## config.mk

```make
export PLATFORM = sky130hd
export DESIGN_NAME = j1939_engine_param_decoder
export DESIGN_NICKNAME = d
export VERILOG_FILES = /design/src/rtl/jepd_pkg.sv /design/src/rtl/jepd_front.sv /design/src/rtl/jepd_queue.sv /design/src/rtl/jepd_back.sv /design/src/rtl/j1939_engine_param_decoder.sv
export SDC_FILE = /design/constraint.sdc
export NUM_CORES = 1
export LEC_CHECK = 0
export BUFFER_PORTS_ARGS = -buffer_cell sky130_fd_sc_hd__buf_2
export CAP_MARGIN = 25
export CORE_ASPECT_RATIO = 2
export CORE_MARGIN = 2
export CORE_UTILIZATION = 35
export CTS_BUF_LIST = sky130_fd_sc_hd__clkbuf_2 sky130_fd_sc_hd__clkbuf_4 sky130_fd_sc_hd__clkbuf_8
export DETAILED_ROUTE_END_ITERATION = 16
export SLEW_MARGIN = 20
export SYNTH_ARGS = -nofsm -noshare
export SYNTH_HDL_FRONTEND = slang
export SYNTH_SLANG_ARGS = --single-unit
```

## constraint.sdc

```tcl
create_clock -name clk -period 5.15 [get_ports clk]
set_input_delay 0.7725 -clock clk [delete_from_list [all_inputs] [get_ports clk]]
set_output_delay 0.7725 -clock clk [all_outputs]
set_load 0.02 [all_outputs]
```

## src/rtl/jepd_pkg.sv

```systemverilog
package jepd_pkg;

    // default width of the tick counter
    localparam int TICK_COUNTER_BITS_DEF = 16;

    // entries in the queue between front and back
    localparam int QUEUE_DEPTH = 2;

    // configuration register indexes
    localparam logic [1:0] CFG_ECU_ADDR  = 2'd0;
    localparam logic [1:0] CFG_CONV_ADDR = 2'd1;
    localparam logic [1:0] CFG_TIMEOUT   = 2'd2;
    localparam logic [1:0] CFG_LINK_EN   = 2'd3;

    // configuration reset values
    localparam logic [15:0] TIMEOUT_RESET = 16'd1000;

    // identifier fields
    localparam logic [28:0] PGN_MASK = 29'h00FFFF00;
    localparam logic [28:0] SRC_MASK = 29'h000000FF;

    // decoded parameter groups
    localparam logic [15:0] PGN_EEC2  = 16'hF003;
    localparam logic [15:0] PGN_EEC1  = 16'hF004;
    localparam logic [15:0] PGN_ET1   = 16'hFEEE;
    localparam logic [15:0] PGN_EFLP1 = 16'hFEEF;
    localparam logic [15:0] PGN_LFE   = 16'hFEF2;
    localparam logic [15:0] PGN_IC1   = 16'hFEF6;

    // parameter codes on the output
    localparam logic [3:0] CODE_NONE         = 4'd0;
    localparam logic [3:0] CODE_LOAD         = 4'd1;
    localparam logic [3:0] CODE_SPEED        = 4'd2;
    localparam logic [3:0] CODE_COOLANT      = 4'd3;
    localparam logic [3:0] CODE_FUEL_TEMP    = 4'd4;
    localparam logic [3:0] CODE_OIL_TEMP     = 4'd5;
    localparam logic [3:0] CODE_OIL_PRESS    = 4'd6;
    localparam logic [3:0] CODE_FUEL_RATE    = 4'd7;
    localparam logic [3:0] CODE_EXHAUST      = 4'd8;
    localparam logic [3:0] CODE_INTAKE_PRESS = 4'd9;
    localparam logic [3:0] CODE_INTAKE_TEMP  = 4'd10;

    // scaling offsets: 40 degC, and 273 K at 1/32 degC
    localparam logic signed [16:0] CELSIUS_OFS  = 17'sd40;
    localparam logic signed [16:0] KELVIN32_OFS = 17'sd8736;

    // frame class decided by the front end
    typedef enum logic [2:0] {
        KIND_NONE,
        KIND_EEC2,
        KIND_EEC1,
        KIND_ET1,
        KIND_EFLP1,
        KIND_LFE,
        KIND_IC1
    } kind_t;

    // one queued transaction
    typedef struct packed {
        kind_t      kind;
        logic       connected;
        logic [7:0] b0;
        logic [7:0] b1;
        logic [7:0] b2;
        logic [7:0] b3;
        logic [7:0] b4;
        logic [7:0] b5;
        logic [7:0] b6;
    } entry_t;

    // queue status seen by front and back
    typedef struct packed {
        logic full;
        logic empty;
    } fifo_status_t;

    // one output record
    typedef struct packed {
        logic [3:0]        code;
        logic signed [16:0] value;
    } record_t;

    // index of the final record of a class
    function automatic logic [1:0] last_index(input kind_t kind);
        logic [1:0] n;
        unique case (kind)
            KIND_ET1, KIND_IC1: n = 2'd2;
            default:            n = 2'd0;
        endcase
        return n;
    endfunction

    // byte minus 40
    function automatic logic signed [16:0] celsius(input logic [7:0] b);
        logic signed [16:0] t;
        t = $signed({9'b0, b}) - CELSIUS_OFS;
        return t;
    endfunction

    // 16-bit word at 1/32 K minus 273 K
    function automatic logic signed [16:0] kelvin32(input logic [7:0] lo, input logic [7:0] hi);
        logic signed [16:0] t;
        t = $signed({1'b0, hi, lo}) - KELVIN32_OFS;
        return t;
    endfunction

    // scaled record for one position of a class
    function automatic record_t make_record(input entry_t e, input logic [1:0] idx);
        record_t r;
        r.code  = CODE_NONE;
        r.value = '0;
        unique case (e.kind)
            KIND_EEC2:
            begin
                r.code  = CODE_LOAD;
                r.value = $signed({9'b0, e.b2});
            end
            KIND_EEC1:
            begin
                r.code  = CODE_SPEED;
                r.value = $signed({1'b0, e.b4, e.b3});
            end
            KIND_ET1:
            begin
                unique case (idx)
                    2'd0:
                    begin
                        r.code  = CODE_COOLANT;
                        r.value = celsius(e.b0);
                    end
                    2'd1:
                    begin
                        r.code  = CODE_FUEL_TEMP;
                        r.value = celsius(e.b1);
                    end
                    default:
                    begin
                        r.code  = CODE_OIL_TEMP;
                        r.value = kelvin32(e.b2, e.b3);
                    end
                endcase
            end
            KIND_EFLP1:
            begin
                r.code  = CODE_OIL_PRESS;
                r.value = $signed({7'b0, e.b3, 2'b00});
            end
            KIND_LFE:
            begin
                r.code  = CODE_FUEL_RATE;
                r.value = $signed({1'b0, e.b1, e.b0});
            end
            KIND_IC1:
            begin
                unique case (idx)
                    2'd0:
                    begin
                        r.code  = CODE_EXHAUST;
                        r.value = kelvin32(e.b5, e.b6);
                    end
                    2'd1:
                    begin
                        r.code  = CODE_INTAKE_PRESS;
                        r.value = $signed({9'b0, e.b0});
                    end
                    default:
                    begin
                        r.code  = CODE_INTAKE_TEMP;
                        r.value = celsius(e.b2);
                    end
                endcase
            end
            default:
            begin
                r.code  = CODE_NONE;
                r.value = '0;
            end
        endcase
        return r;
    endfunction

endpackage

```

## src/rtl/jepd_front.sv

```systemverilog
module jepd_front
    import jepd_pkg::*;
#(
    parameter int TICK_COUNTER_BITS = TICK_COUNTER_BITS_DEF
)
(
    input  logic         clk,
    input  logic         rst_n,
    input  logic         cfg_we,
    input  logic [1:0]   cfg_index,
    input  logic [15:0]  cfg_data,
    input  logic         in_valid,
    input  logic         command,
    input  logic [28:0]  can_id,
    input  logic [7:0]   byte0,
    input  logic [7:0]   byte1,
    input  logic [7:0]   byte2,
    input  logic [7:0]   byte3,
    input  logic [7:0]   byte4,
    input  logic [7:0]   byte5,
    input  logic [7:0]   byte6,
    input  fifo_status_t status,
    output logic         push,
    output entry_t       push_entry
);

    // compare width covers both counter and timeout register
    localparam int CW = (TICK_COUNTER_BITS > 16) ? TICK_COUNTER_BITS : 16;

    logic [7:0]  ecu_addr_reg;
    logic [7:0]  conv_addr_reg;
    logic [15:0] timeout_reg;
    logic        link_en_reg;

    logic [TICK_COUNTER_BITS-1:0] ticks_reg, ticks_next;
    logic                         conn_reg, conn_next;

    logic [TICK_COUNTER_BITS-1:0] ticks_inc;
    logic                         conn_timed;
    logic                         frame;
    logic [15:0]                  pgn;
    logic [7:0]                   src;
    logic                         from_ecu;
    logic                         from_conv;
    kind_t                        kind;

    // configuration registers
    always_ff @(posedge clk or negedge rst_n)
    begin
        if (!rst_n)
        begin
            ecu_addr_reg  <= '0;
            conv_addr_reg <= '0;
            timeout_reg   <= TIMEOUT_RESET;
            link_en_reg   <= 1'b0;
        end
        else if (cfg_we)
        begin
            unique case (cfg_index)
                CFG_ECU_ADDR:  ecu_addr_reg  <= cfg_data[7:0];
                CFG_CONV_ADDR: conv_addr_reg <= cfg_data[7:0];
                CFG_TIMEOUT:   timeout_reg   <= cfg_data;
                CFG_LINK_EN:   link_en_reg   <= cfg_data[0];
                default:       link_en_reg   <= link_en_reg;
            endcase
        end
    end

    // identifier split
    assign pgn       = 16'((can_id & PGN_MASK) >> 8);
    assign src       = 8'(can_id & SRC_MASK);
    assign frame     = !command && link_en_reg;
    assign from_ecu  = (src == ecu_addr_reg);
    assign from_conv = (src == conv_addr_reg);

    // tick count, timeout, then frame seen
    always_comb
    begin
        ticks_inc = ticks_reg;
        if (command && (ticks_reg != '1))
            ticks_inc = ticks_reg + 1'b1;
        conn_timed = conn_reg;
        if (CW'(ticks_inc) >= CW'(timeout_reg))
            conn_timed = 1'b0;
        ticks_next = ticks_inc;
        conn_next  = conn_timed;
        if (frame && (from_ecu || from_conv))
        begin
            ticks_next = '0;
            conn_next  = 1'b1;
        end
    end

    // classify the frame
    always_comb
    begin
        kind = KIND_NONE;
        if (frame && from_ecu)
        begin
            unique case (pgn)
                PGN_EEC2:  kind = KIND_EEC2;
                PGN_EEC1:  kind = KIND_EEC1;
                PGN_ET1:   kind = KIND_ET1;
                PGN_EFLP1: kind = KIND_EFLP1;
                PGN_LFE:   kind = KIND_LFE;
                PGN_IC1:   kind = KIND_IC1;
                default:   kind = KIND_NONE;
            endcase
        end
    end

    assign push = in_valid && !status.full;

    always_comb
    begin
        push_entry.kind      = kind;
        push_entry.connected = conn_next;
        push_entry.b0        = byte0;
        push_entry.b1        = byte1;
        push_entry.b2        = byte2;
        push_entry.b3        = byte3;
        push_entry.b4        = byte4;
        push_entry.b5        = byte5;
        push_entry.b6        = byte6;
    end

    // link state, updated per accepted transaction
    always_ff @(posedge clk or negedge rst_n)
    begin
        if (!rst_n)
        begin
            ticks_reg <= '0;
            conn_reg  <= 1'b0;
        end
        else if (push)
        begin
            ticks_reg <= ticks_next;
            conn_reg  <= conn_next;
        end
    end

endmodule

```

## src/rtl/jepd_queue.sv

```systemverilog
module jepd_queue
    import jepd_pkg::*;
(
    input  logic         clk,
    input  logic         rst_n,
    input  logic         push,
    input  entry_t       push_entry,
    input  logic         pop,
    output entry_t       head,
    output fifo_status_t status
);

    localparam int PW = (QUEUE_DEPTH > 1) ? $clog2(QUEUE_DEPTH) : 1;
    localparam int CW = $clog2(QUEUE_DEPTH + 1);
    localparam logic [CW-1:0] FULL_CNT = CW'(QUEUE_DEPTH);
    localparam logic [PW-1:0] LAST_PTR = PW'(QUEUE_DEPTH - 1);

    entry_t        mem [QUEUE_DEPTH];
    logic [PW-1:0] wr_ptr_reg, rd_ptr_reg;
    logic [CW-1:0] cnt_reg;

    // storage
    always_ff @(posedge clk)
    begin
        if (push)
            mem[wr_ptr_reg] <= push_entry;
    end

    // pointers and fill level
    always_ff @(posedge clk or negedge rst_n)
    begin
        if (!rst_n)
        begin
            wr_ptr_reg <= '0;
            rd_ptr_reg <= '0;
            cnt_reg    <= '0;
        end
        else
        begin
            if (push)
                wr_ptr_reg <= (wr_ptr_reg == LAST_PTR) ? '0 : wr_ptr_reg + 1'b1;
            if (pop)
                rd_ptr_reg <= (rd_ptr_reg == LAST_PTR) ? '0 : rd_ptr_reg + 1'b1;
            if (push && !pop)
                cnt_reg <= cnt_reg + 1'b1;
            else if (pop && !push)
                cnt_reg <= cnt_reg - 1'b1;
        end
    end

    assign head         = mem[rd_ptr_reg];
    assign status.full  = (cnt_reg == FULL_CNT);
    assign status.empty = (cnt_reg == '0);

endmodule

```

## src/rtl/jepd_back.sv

```systemverilog
module jepd_back
    import jepd_pkg::*;
(
    input  logic               clk,
    input  logic               rst_n,
    input  entry_t             head,
    input  fifo_status_t       status,
    output logic               pop,
    output logic               out_valid,
    input  logic               out_stall,
    output logic [3:0]         param_code,
    output logic signed [16:0] param_value,
    output logic               last,
    output logic               connected
);

    logic [1:0]         idx_reg, idx_next;
    logic               valid_reg;
    logic [3:0]         code_reg;
    logic signed [16:0] value_reg;
    logic               last_reg;
    logic               conn_reg;

    logic    load;
    logic    is_last;
    record_t rec;

    // output register takes a new record when empty or drained
    assign load    = !valid_reg || !out_stall;
    assign rec     = make_record(head, idx_reg);
    assign is_last = (idx_reg == last_index(head.kind));
    assign pop     = load && !status.empty && is_last;

    always_comb
    begin
        idx_next = idx_reg;
        if (load && !status.empty)
            idx_next = is_last ? 2'd0 : idx_reg + 2'd1;
    end

    // record position and output valid
    always_ff @(posedge clk or negedge rst_n)
    begin
        if (!rst_n)
        begin
            idx_reg   <= 2'd0;
            valid_reg <= 1'b0;
        end
        else
        begin
            idx_reg <= idx_next;
            if (load)
                valid_reg <= !status.empty;
        end
    end

    // output payload
    always_ff @(posedge clk)
    begin
        if (load && !status.empty)
        begin
            code_reg  <= rec.code;
            value_reg <= rec.value;
            last_reg  <= is_last;
            conn_reg  <= head.connected;
        end
    end

    assign out_valid   = valid_reg;
    assign param_code  = code_reg;
    assign param_value = value_reg;
    assign last        = last_reg;
    assign connected   = conn_reg;

endmodule

```

## src/rtl/j1939_engine_param_decoder.sv

```systemverilog
// channel   direction  handshake            payload
// config    in         cfg_we               cfg_index, cfg_data
// input     in         in_valid / in_stall  command, can_id, byte0..byte7
// output    out        out_valid / out_stall param_code, param_value, last, connected
//
// one input transaction is taken per cycle while the two-entry queue has room
// the back end sends one record per cycle while out_stall is low: a frame of ET1
// or IC1 gives three records, every other transaction one, and the queue entry
// is popped with its final record, as the record sequencer in the back end sets
// reset clears the tick counter, the connected flag and the queue; timeout is 1000
// out_stall holds the output register; in_stall rises when the queue is full
module j1939_engine_param_decoder
    import jepd_pkg::*;
#(
    parameter int TICK_COUNTER_BITS = TICK_COUNTER_BITS_DEF
)
(
    input  logic               clk,
    input  logic               rst_n,
    input  logic               cfg_we,
    input  logic [1:0]         cfg_index,
    input  logic [15:0]        cfg_data,
    input  logic               in_valid,
    output logic               in_stall,
    input  logic               command,
    input  logic [28:0]        can_id,
    input  logic [7:0]         byte0,
    input  logic [7:0]         byte1,
    input  logic [7:0]         byte2,
    input  logic [7:0]         byte3,
    input  logic [7:0]         byte4,
    input  logic [7:0]         byte5,
    input  logic [7:0]         byte6,
    input  logic [7:0]         byte7,
    output logic               out_valid,
    input  logic               out_stall,
    output logic [3:0]         param_code,
    output logic signed [16:0] param_value,
    output logic               last,
    output logic               connected
);

    logic         push;
    logic         pop;
    entry_t       push_entry;
    entry_t       head;
    fifo_status_t status;
    logic         unused_byte7;

    // byte 7 carries no decoded parameter
    assign unused_byte7 = ^byte7;

    // classify and track link state
    jepd_front #(
        .TICK_COUNTER_BITS (TICK_COUNTER_BITS)
    ) u_front (
        .clk        (clk),
        .rst_n      (rst_n),
        .cfg_we     (cfg_we),
        .cfg_index  (cfg_index),
        .cfg_data   (cfg_data),
        .in_valid   (in_valid),
        .command    (command),
        .can_id     (can_id),
        .byte0      (byte0),
        .byte1      (byte1),
        .byte2      (byte2),
        .byte3      (byte3),
        .byte4      (byte4),
        .byte5      (byte5),
        .byte6      (byte6),
        .status     (status),
        .push       (push),
        .push_entry (push_entry)
    );

    // decoupling queue
    jepd_queue u_queue (
        .clk        (clk),
        .rst_n      (rst_n),
        .push       (push),
        .push_entry (push_entry),
        .pop        (pop),
        .head       (head),
        .status     (status)
    );

    // record sequencer and output register
    jepd_back u_back (
        .clk         (clk),
        .rst_n       (rst_n),
        .head        (head),
        .status      (status),
        .pop         (pop),
        .out_valid   (out_valid),
        .out_stall   (out_stall),
        .param_code  (param_code),
        .param_value (param_value),
        .last        (last),
        .connected   (connected)
    );

    assign in_stall = status.full;

    // records before the final one are real parameters
    a_mid_record_coded: assert property (@(posedge clk) disable iff (!rst_n)
        (out_valid && !last) |-> (param_code != CODE_NONE))
        else $error("non-final record without a parameter code");

    // the empty record stands alone and carries zero
    a_none_record: assert property (@(posedge clk) disable iff (!rst_n)
        (out_valid && (param_code == CODE_NONE)) |-> (last && (param_value == 17'sd0)))
        else $error("empty record not final or not zero");

    // remaining records of a transaction follow without a gap
    a_run_continues: assert property (@(posedge clk) disable iff (!rst_n)
        (out_valid && !out_stall && !last) |=> out_valid)
        else $error("gap inside a record run");

    // queue never pops and reports empty at once
    a_pop_nonempty: assert property (@(posedge clk) disable iff (!rst_n)
        pop |-> !status.empty)
        else $error("pop from empty queue");

endmodule
```

Word level (Yosys, flattened, before mapping)
Memory sizes are Yosys's and may differ from the RTL's.
Cells that the tools add are included.
{ "classes": {"n_addsub": 11, "multipliers": 0, "div_mod_pow": 0, "magnitude_cmp": 1, "n_eq_ne": 21, "shifts": 0, "mux": 17, "bitwise": 0, "reduce_logical": 27} }
{ "op_table": {"columns": ["operator", "n"], "rows": [
  ["case mux 21 bit (6 select lines)", 1],
  ["== test 16 bit (second input constant)", 6],
  ["case mux 20 bit (2 select lines)", 1],
  ["case mux 19 bit (2 select lines)", 1],
  ["subtractor 16 x 14 -> 17 bit (second input constant)", 2],
  ["two-way mux 16 bit", 2],
  ["subtractor 8 x 6 -> 9 bit (second input constant)", 3],
  ["case mux 3 bit (6 select lines)", 1],
  ["adder 16 x 1 -> 16 bit (second input constant)", 1],
  ["== test 8 bit", 2],
  [">= comparator 16 bit", 1],
  ["!= test 16 bit (second input constant)", 1],
  ["== test 3 bit (second input constant)", 3],
  ["logical AND 1 bit", 9],
  ["two-way mux 2 bit", 4],
  ["AND reduction 2 bit", 4],
  ["logical NOT 1 bit", 7],
  ["== test 2 bit (second input constant)", 3],
  ["== test 3 x 2 -> 1 bit (second input constant)", 2],
  ["logical NOT 2 bit", 3],
  ["two-way mux 1 bit", 6],
  ["adder 2 x 1 -> 2 bit (second input constant)", 2],
  ["== test 2 x 1 -> 1 bit (second input constant)", 2],
  ["== test 3 x 1 -> 1 bit (second input constant)", 1],
  ["other kinds (7)", 9]
]} }
{ "totals": {"regBits": 80, "latchBits": 0, "ram_bits": 120, "mem_bits_ro": 0, "wordCells": 93, "n_memories": 1} }
{ "memory_table": {"columns": ["memory", "words", "width", "read_ports", "rd_ports_with_merged_regs", "wr", "line", "text"], "rows": [
  ["u_queue.mem", 2, 60, 1, 0, 1, "jepd_queue.sv:18", "entry_t mem [QUEUE_DEPTH];"]
]} }

Longest topological paths before layout
Gate-level depths: netlist of the first run.
An unclocked memory read counts as a cell.
{ "logic_depth": {"depth_word": 9, "ltp_mapped": 14, "mapped_depth_nobuf": 12} }

By module
Synthesis of the first run repeated with hierarchy kept, for this count alone.
{ "unflattened": {"cells_unflattened": 879, "area_unflattened_um2": 11063.1} }
{ "by_module_without_submodules": {"columns": ["module", "n_inst", "cells_each", "area_per_inst_um2", "seq_area_each_um2"], "rows": [
  ["jepd_queue", 1, 203, 4818.4, 3703.6],
  ["jepd_front", 1, 384, 3702.3, 1258.7],
  ["jepd_back", 1, 292, 2542.4, 765.7]
]} }

Worst setup path after synthesis of the first run
OpenSTA, ideal clock, no wires.
{ "synth_timing": {"kind": "input -> register", "start": "input port in_valid", "end": "memory u_queue.mem[0][0] (netlist name), enable pin", "setup_ns": 0.478, "t_arrival_ns": 3.649, "required_time_ns": 4.672, "setup_slack_ns": 1.022, "cell_stages": 3, "path_buffers": 1, "path_cell_list": "nand2_1 -> clkbuf_1 -> nor2_1"} }
{ "synth_between": {"elab_chain_len": 3} }
{ "synth_rtl": {"columns": ["item", "line", "text"], "rows": [
  ["from (decl)", "j1939_engine_param_decoder.sv:23", "input logic in_valid,"],
  ["logical AND 1 bit", "jepd_front.sv:112", "assign push = in_valid && !status.full;"],
  ["two-way mux 1 bit", "jepd_queue.sv:25", "if (push)"],
  ["two-way mux 1 bit (implied by the code)", "jepd_queue.sv:26", "mem[wr_ptr_reg] <= push_entry;"],
  ["to (decl)", "jepd_queue.sv:18", null]
]} }
Every way passes these cells.

==> summary.txt, run 1 <==
Worst setup path
  • Crit path cell chain: mux2i_1, nand3_1, nor2b_1, o21ba_1, o221ai_2
  • Setup CP Type: reg -> reg
  • Reg2reg setup slack: around 1500 ps
  • Crit path DAT: about 4000 ps
  • Crit-path slowest cell: dfrtp_4
  • Setup crit end: u_back.param_value[9]$_DFFE_PP_
  • Worst-path fanout max: 52
  • Worst r2r src: u_queue.rd_ptr_reg$_DFFE_PN0P_
  • Crit path buf inv count: 0
  • CP required: around 5500 ps
  • Crit. End Element: flip-flop
  • Stages on worst setup path: 5
  • Critical path's largest stage delay: around 970 ps
  • Startpoint Class: flip-flop
  • Worst path top cell family by delay: simple AND/OR/NAND/NOR gates
  • R2R depth: 5
  • Worst r2r dst: u_back.param_value[9]$_DFFE_PP_
  • CP startpoint: u_queue.rd_ptr_reg$_DFFE_PN0P_

Clock tree
  • Worst-Skew Late Latency: slightly above 500 ps
  • Maximum clock path buffer count: 2
  • H-tree depth: 4
  • Clock sinks: 200
  • Cts bufs inserted: 17
  • CTS resizes: 0
  • Hold buffer count at CTS: 0
  • CTS root buffer: clkbuf_8
  • CTS tree: done
  • Setup Buffers After CTS: 0
  • Clock transition at path regs: approximately 110 ps

STA
  • Final hold violation count: 0
  • Crit path time final: about 3700 ps
  • Final slew viol count: 0
  • Clock skew: roughly 27 ps
  • Setup TNS: 0 ps
  • Fmax: about 0.27 GHz
  • Setup Viol. Count Final: 0
  • Headroom to the max-slew limit: a little under two fifths
  • Worst-Margin Slew: roughly 900 ps
  • RSZ-0062 raised after global routing: false
  • Fin crit share: between 70% and 80%

Min path
  • Min-delay worst type: in -> async

Synth
  • YS warnings: 0
  • EDFF count, synth: about 140
  • Asr flop ratio synth: between 20 and 30%
  • Syn_area_per_cell: approximately 13 sq um
  • Post-synthesis register bit count: 200
  • Sequential area share after synthesis: between 50% and 60%
  • Syn nets: around 940
  • Ys flop type: edfxtp_1
  • Synthesized instance count: ~800
  • Distinct cells, synth: 88
  • Cell Area, Synth: around 10,000 sq um

Drt
  • DR WL/cell: ~21 microns
  • DRC viols: 0
  • First-pass iteration count of the detailed router: 6
  • DRT antenna net count: 0
  • Detailed Route WL: around 27,000 microns
  • Drt initial violations: ~470
  • Via count: 7,073
  • Vias per cell: between 5 and 6

Layout
  • Area grow syn2layout: 14.1%
  • Largest register FFs: 120
  • ANT cells: 0
  • Largest register by flop count: u_queue.mem
  • # nets final: roughly 1.1k
  • Share of cells above drive strength 1: between 20 and 30%

Floorplan
  • Core ar.: about 29,000 sq um
  • Die area: a little over 30,000 sq um
  • IO Pins: 142
  • Die width: 125 microns
  • Rows: 88
  • Die height: 246 microns
  • Starting density of the core: 35.4%

Power
  • Pwr dens: around 550 nW/um^2
  • Leak: 0.00456 uW
  • Overall power: approximately 6400 uW
  • Max VDD drop: 249 uV

Run status
  • Outcome: completed

Global route
  • Grt ovf: 0
  • Largest net degree at the start of global routing: between 50 and 60
  • Vias in the first global route: approximately 7.3k
  • Initial antenna violation count: 0
  • First-pass GRT wire length: 41,000 microns
  • Gr usage total: 17.7%

Place
  • DP HPWL: around 21,000 microns
  • GP Congestion: approximately 0.95
  • Port bufs: 128

Job
  • MaxCap Viol Count: 0
[kinds of logic after synthesis]
family | count (synthesis) | synth area share [%]
AOI/OAI and AO/OA | 176 | 12.0
xor gates and xnor gates | 59 | 5.06
adders and majority gates | 27 | 3.31
buffers and inverters | 58 | 3.07
DFF | 200 | 56.1
muxes | 96 | 10.4
and+or+nand+nor | 179 | 10.2
[how the worst min path moves through the flow]
| stage | slack (ps) | startpoint | to |
|---|---|---|---|
| 6_report | 410 | rst_n | u_front.link_en_reg$_DFFE_PN0P_ |
| 3_5_place_dp | 490 | u_front.timeout_reg[12]$_DFFE_PN0P_ | u_front.timeout_reg[12]$_DFFE_PN0P_ |
| 2_1_floorplan | 460 | u_queue.wr_ptr_reg$_DFFE_PN0P_ | u_queue.wr_ptr_reg$_DFFE_PN0P_ |
| 4_1_cts | 410 | byte1[6] | u_queue.mem[1][46]$_DFFE_PP_ |
| 3_3_place_gp | 490 | u_front.timeout_reg[2]$_DFFE_PN0P_ | u_front.timeout_reg[2]$_DFFE_PN0P_ |
| 5_1_grt | 420 | byte1[6] | u_queue.mem[1][46]$_DFFE_PP_ |
[layout make-up]
cell class                 count  area (sq um)
clock buffer                  17           234
fill                        2781         17200
clock inverter                15           208
multi-input combinational    537          4200
timing repair buffer         136           701
tap                          360           450
inverter                      36           135
sequential                   200          5730
[power by group]
group          leakage (uW)  total (uW)  internal (uW)  switching (uW)
clock              0.000222        1120            502             616
combinational       0.00233        2680           1020            1660
sequential          0.00202        2560           2270             296
total               0.00456        6360           3790            2570
[metrics by stage]
step / util [%] / std cells / cell area [sq um] / setup slack (ps) / hold slack, ps
5_1_grt: 40.4 / 1301 / 11700 / 1150 / 418
3_5_place_dp: 38.9 / 1269 / 11200 / 1430 / 494
2_1_floorplan: - / 795 / 10200 / 1020 / 461
3_3_place_gp: 38.9 / 1269 / 11200 / 1450 / 488
6_report: 40.4 / 1301 / 11700 / 1490 / 406
4_1_cts: 40.4 / 1301 / 11700 / 1550 / 414
[cells in the mapped netlist (5+ instances only)]
library cell | instances | share of area (%)
a21o_1 | 9 | 0.66
dfrtp_1 | 51 | 12
xnor2_1 | 41 | 3.5
mux2_2 | 47 | 5.2
inv_1 | 35 | 1.3
clkbuf_1 | 8 | 0.29
and3_1 | 6 | 0.37
ha_1 | 27 | 3.3
buf_6 | 6 | 0.66
nand2_1 | 38 | 1.4
nor3_1 | 12 | 0.59
xor2_1 | 18 | 1.5
o221ai_1 | 5 | 0.43
a211o_1 | 5 | 0.43
nor2_1 | 35 | 1.3
o211ai_1 | 6 | 0.44
a21oi_1 | 35 | 1.7
mux2i_1 | 45 | 4.4
o22ai_1 | 24 | 1.5
nand3_1 | 18 | 0.88
o21ai_0 | 38 | 1.9
nor4_1 | 5 | 0.31
nand2b_1 | 7 | 0.43
edfxtp_1 | 143 | 42
nor2b_1 | 5 | 0.31
nand4_1 | 11 | 0.67
dfstp_2 | 6 | 1.5
nor3b_1 | 6 | 0.44
[cell usage in the layout (no fill, tap or decap), types with 34 or more instances in the layout]
cell	count
a21oi_1	34
buf_2	128
dfrtp_1	50
edfxtp_1	143
inv_1	35
mux2_2	47
mux2i_1	45
nand2_1	38
nor2_1	34
o21ai_0	38
xnor2_1	41
[metal layers]
metal	vias up	routed length, microns	track usage [%]
met4	0	1430	9.87
li1	3306	-	-
met1	3471	8700	15.7
met5	-	0	0
met2	234	16000	36.5
met3	62	980	2.98
Power figures use the tool's default switching activity.
==> inputs of run 2 (changes only) <==
==> constraint.sdc (replaced) <==
create_clock -name clk -period 3.09 [get_ports clk]
set_input_delay 0.4635 -clock clk [delete_from_list [all_inputs] [get_ports clk]]
set_output_delay 0.4635 -clock clk [all_outputs]
set_load 0.02 [all_outputs]
==> run 2 against run 1 <==
Compared with the run above:
- the flow now finishes with violations (negative setup slack)
- cell count rose by 5.5%
- via count grew 3.7%
- non-clock buffer count increased by 71
- final area rose by 5.8%
- hold slack worse by 270 ps
- sequential power increased by 62%
- sequential share of layout area is 2.7 points lower
- clock skew shrank 3.6 ps
- routed wire length up 2.0%
- die area unchanged
- global-route usage grew 0.19 points
- largest cell class unchanged
- largest power group unchanged
- highest routed layer unchanged
==> summary.txt, run 2 (synthesis gave the netlist of run 1 again) <==
Run status
  • Outcome: finished with violations
  • Failing checks: negative setup slack

Place
  • GP Congestion: 0.914 (-3.3%)
  • Port bufs: 128 (unchanged)
  • DP HPWL: 21,200 microns (+2.3%)
  • Post-Place Cells: 1,332 (+5.0%)
  • Placed inst area: 11,700 sq um (+4.4%)

Layout
  • Sequential Area: 5730 sq um (unchanged)
  • FILL cells: 2,751 (-1.1%)
  • ANT cells: 0 (unchanged)
  • Post-route cell area: 12,300 sq um (+5.8%)
  • Largest register FFs: 120 (unchanged)
  • # nets final: 1,143 (+6.6%)
  • Most common cell after layout, fill and taps aside: edfxtp_1
  • Share of cells above drive strength 1: 34.8% (+7.7 points)
  • Non-Filler Instances: 1,372 (+5.5%)
  • Largest register by flop count: u_queue.mem
  • Commonest non-fill, non-tap cells in the layout: 143 x edfxtp_1, 128 x buf_2, 73 x buf_4
  • Multi-input logic area: 4330 sq um (+3.3%)
  • Area grow syn2layout: 20.7%

Global route
  • Gr usage total: 17.9% (+0.19 points)
  • First-pass GRT wire length: 41,300 microns (+0.60%)
  • Grt ovf: 0 (unchanged)
  • Initial antenna violation count: 0 (unchanged)
  • Largest net degree at the start of global routing: 61 (+5.2%)
  • Vias in the first global route: 7,548 (+2.7%)

Min path
  • Min-delay worst type: in -> reg
  • Hold Path Depth: 1
  • Hold path endpoint: u_queue.mem[1][16]$_DFFE_PP_
  • Min-Delay Startpoint: byte4[0]

STA
  • Fin crit share: 101% (+30 points)
  • Final slew viol count: 0 (unchanged)
  • Fin worst setup slack: -36.4 ps (-1530 ps)
  • RSZ-0062 raised after global routing: true
  • Headroom to the max-slew limit: 42.6% (+4.2 points)
  • Worst-Margin Slew: 857 ps (-42.4 ps)
  • Crit path time final: 3130 ps (-534 ps)
  • Setup Viol. Count Final: 3 (+3)
  • Clock skew: 23.8 ps (-3.61 ps)
  • Final hold violation count: 0 (unchanged)
  • Fmax: 0.320 GHz (+17%)

Floorplan
  • Die width: 125 microns (unchanged)
  • Rows: 88 (unchanged)
  • Die area: 30,700 sq um (unchanged)
  • Starting density of the core: 35.4% (unchanged)
  • Core ar.: 28,800 sq um (unchanged)
  • IO Pins: 142 (unchanged)
  • Die height: 246 microns (unchanged)

Worst setup path
  • Setup CP Type: reg -> reg
  • CP required: 3320 ps (-2140 ps)
  • CP startpoint: u_front.ticks_reg[12]$_DFFE_PN0P_
  • Crit. End Element: flip-flop
  • Reg2reg setup slack: -40 ps (-1530 ps)
  • R2R depth: 14 (+9)
  • Worst r2r src: u_front.ticks_reg[12]$_DFFE_PN0P_
  • Worst-path fanout max: 4 (-92%)
  • Crit path DAT: 3350 ps (-620 ps)
  • Worst r2r dst: u_queue.mem[1][56]$_DFFE_PP_
  • Startpoint Class: flip-flop

Power
  • Internal power: 6430 uW (+70%)
  • Pwr dens: 881 nW/um^2 (+61%)
  • Register share of total power: 38.1% (-2.2 points)
  • Max VDD drop: 332 uV (+33%)
  • Leak: 0.00492 uW (+7.7%)
  • Comb pwr share: 46.2% (+4.1 points)
  • Sw frac: 40.8% (+0.37 points)
  • Overall power: 10,900 uW (+71%)
  • Clock Power Share: 15.7% (-1.9 points)
  • Switching power: 4440 uW (+72%)

Drt
  • Vias per cell: 5.35 (-1.6%)
  • DRT antenna net count: 0 (unchanged)
  • Drt initial violations: 422 (-11%)
  • DR WL/cell: 20.1 microns (-3.3%)
  • First-pass iteration count of the detailed router: 5 (-1)
  • Detailed Route WL: 27,600 microns (+2.0%)
  • DRC viols: 0 (unchanged)
  • Via count: 7,336 (+3.7%)

Clock tree
  • CTS root buffer: clkbuf_8
  • Cts bufs inserted: 17 (unchanged)
  • CTS tree: done
  • H-tree depth: 4 (unchanged)
  • Worst-Skew Late Latency: 510 ps (about the same)
  • Clock transition at path regs: 120 ps (about the same)
  • Clock sinks: 200 (unchanged)
  • Maximum clock path buffer count: 2 (unchanged)

Job
  • MaxCap Viol Count: 0 (unchanged)
==> run 2: cell types whose count changed in the layout (fill, tap and decap cells not counted), sizes merged <==
cell and delta:
clkbuf +1, clkinvlp +1, bufinv -3, dlygate4sd3 +1, clkinv +1, buf +70
==> run 2: how the worst max path moves through the flow <==
stage               slack [ps]                          endpoint  depth (start not counted)
CTS                         50      u_queue.mem[1][56]$_DFFE_PP_                         14
global placement          -120      u_queue.mem[1][56]$_DFFE_PP_                         13
detailed placement        -120      u_queue.mem[0][56]$_DFFE_PP_                         13
finish                     -40      u_queue.mem[1][56]$_DFFE_PP_                         14
global route              -150      u_queue.mem[0][56]$_DFFE_PP_                         14
floorplan                   30  u_back.param_value[13]$_DFFE_PP_                         14
==> run 2: metal layers <==
| layer | vias up | GRT usage [%] | share of wire, % |
|---|---|---|---|
| met3 | 78 | 2.63 | 3.4 |
| met2 | 226 | 37.3 | 59 |
| met4 | 0 | 10.8 | 5.6 |
| met1 | 3585 | 15.4 | 32 |
| met5 | - | 0 | 0 |
| li1 | 3447 | - | - |
==> run 2: power groups by stage <==
stage / clock (uW) / combinational (uW) / sequential (uW)
detailed placement: 0 / 4960 / 4210
global placement: 0 / 4900 / 4190
floorplan: 0 / 3150 / 4310
global route: 1870 / 5410 / 4210
CTS: 1770 / 4990 / 4150
finish: 1710 / 5020 / 4140
==> run 2: final cells by class <==
| class | instances | share of cell area, % |
|---|---|---|
| sequential | 200 | 46.5 |
| multi-input combinational | 537 | 35.1 |
| timing repair buffer | 207 | 10.3 |
| tap | 360 | 3.65 |
| clock buffer | 18 | 1.96 |
| clock inverter | 14 | 1.39 |
| inverter | 36 | 1.10 |
==> run 2: per-stage QoR <==
step	utilization [%]	hold slack, ps	setup slack (ps)	TNS [ps]
finish	42.8	132	-36.4	-77.1
detailed placement	40.6	484	-120	-243
global route	42.8	101	-151	-397
floorplan	-	168	31.2	0
CTS	42.2	84.1	46.8	0
global placement	40.6	481	-121	-241
==> run 2: worst max-delay path, cell delays in order (launching register included) <==
cell and delay, ps:
dfrtp_1 410, nand4_1 130, nor2_2 60, buf_4 150, buf_4 140, a311oi_4 340
buf_4 190, nand4_1 130, nand2_2 130, ha_4 120, nand4_1 120, or4_1 540
a21o_1 170, o211ai_1 120, nand2_1 110
==> run 2: repair_timing <==
item / 4_1_cts / 5_1_grt
buffers inserted: 1 / 6
gates cloned: 0 / 0
pin swaps: 9 / 17
hold buffers: 1 / 0
endpoints found under the hold margin: 24 / 0
setup endpoints to repair: 3 / 4
gates resized for setup: 6 / 26
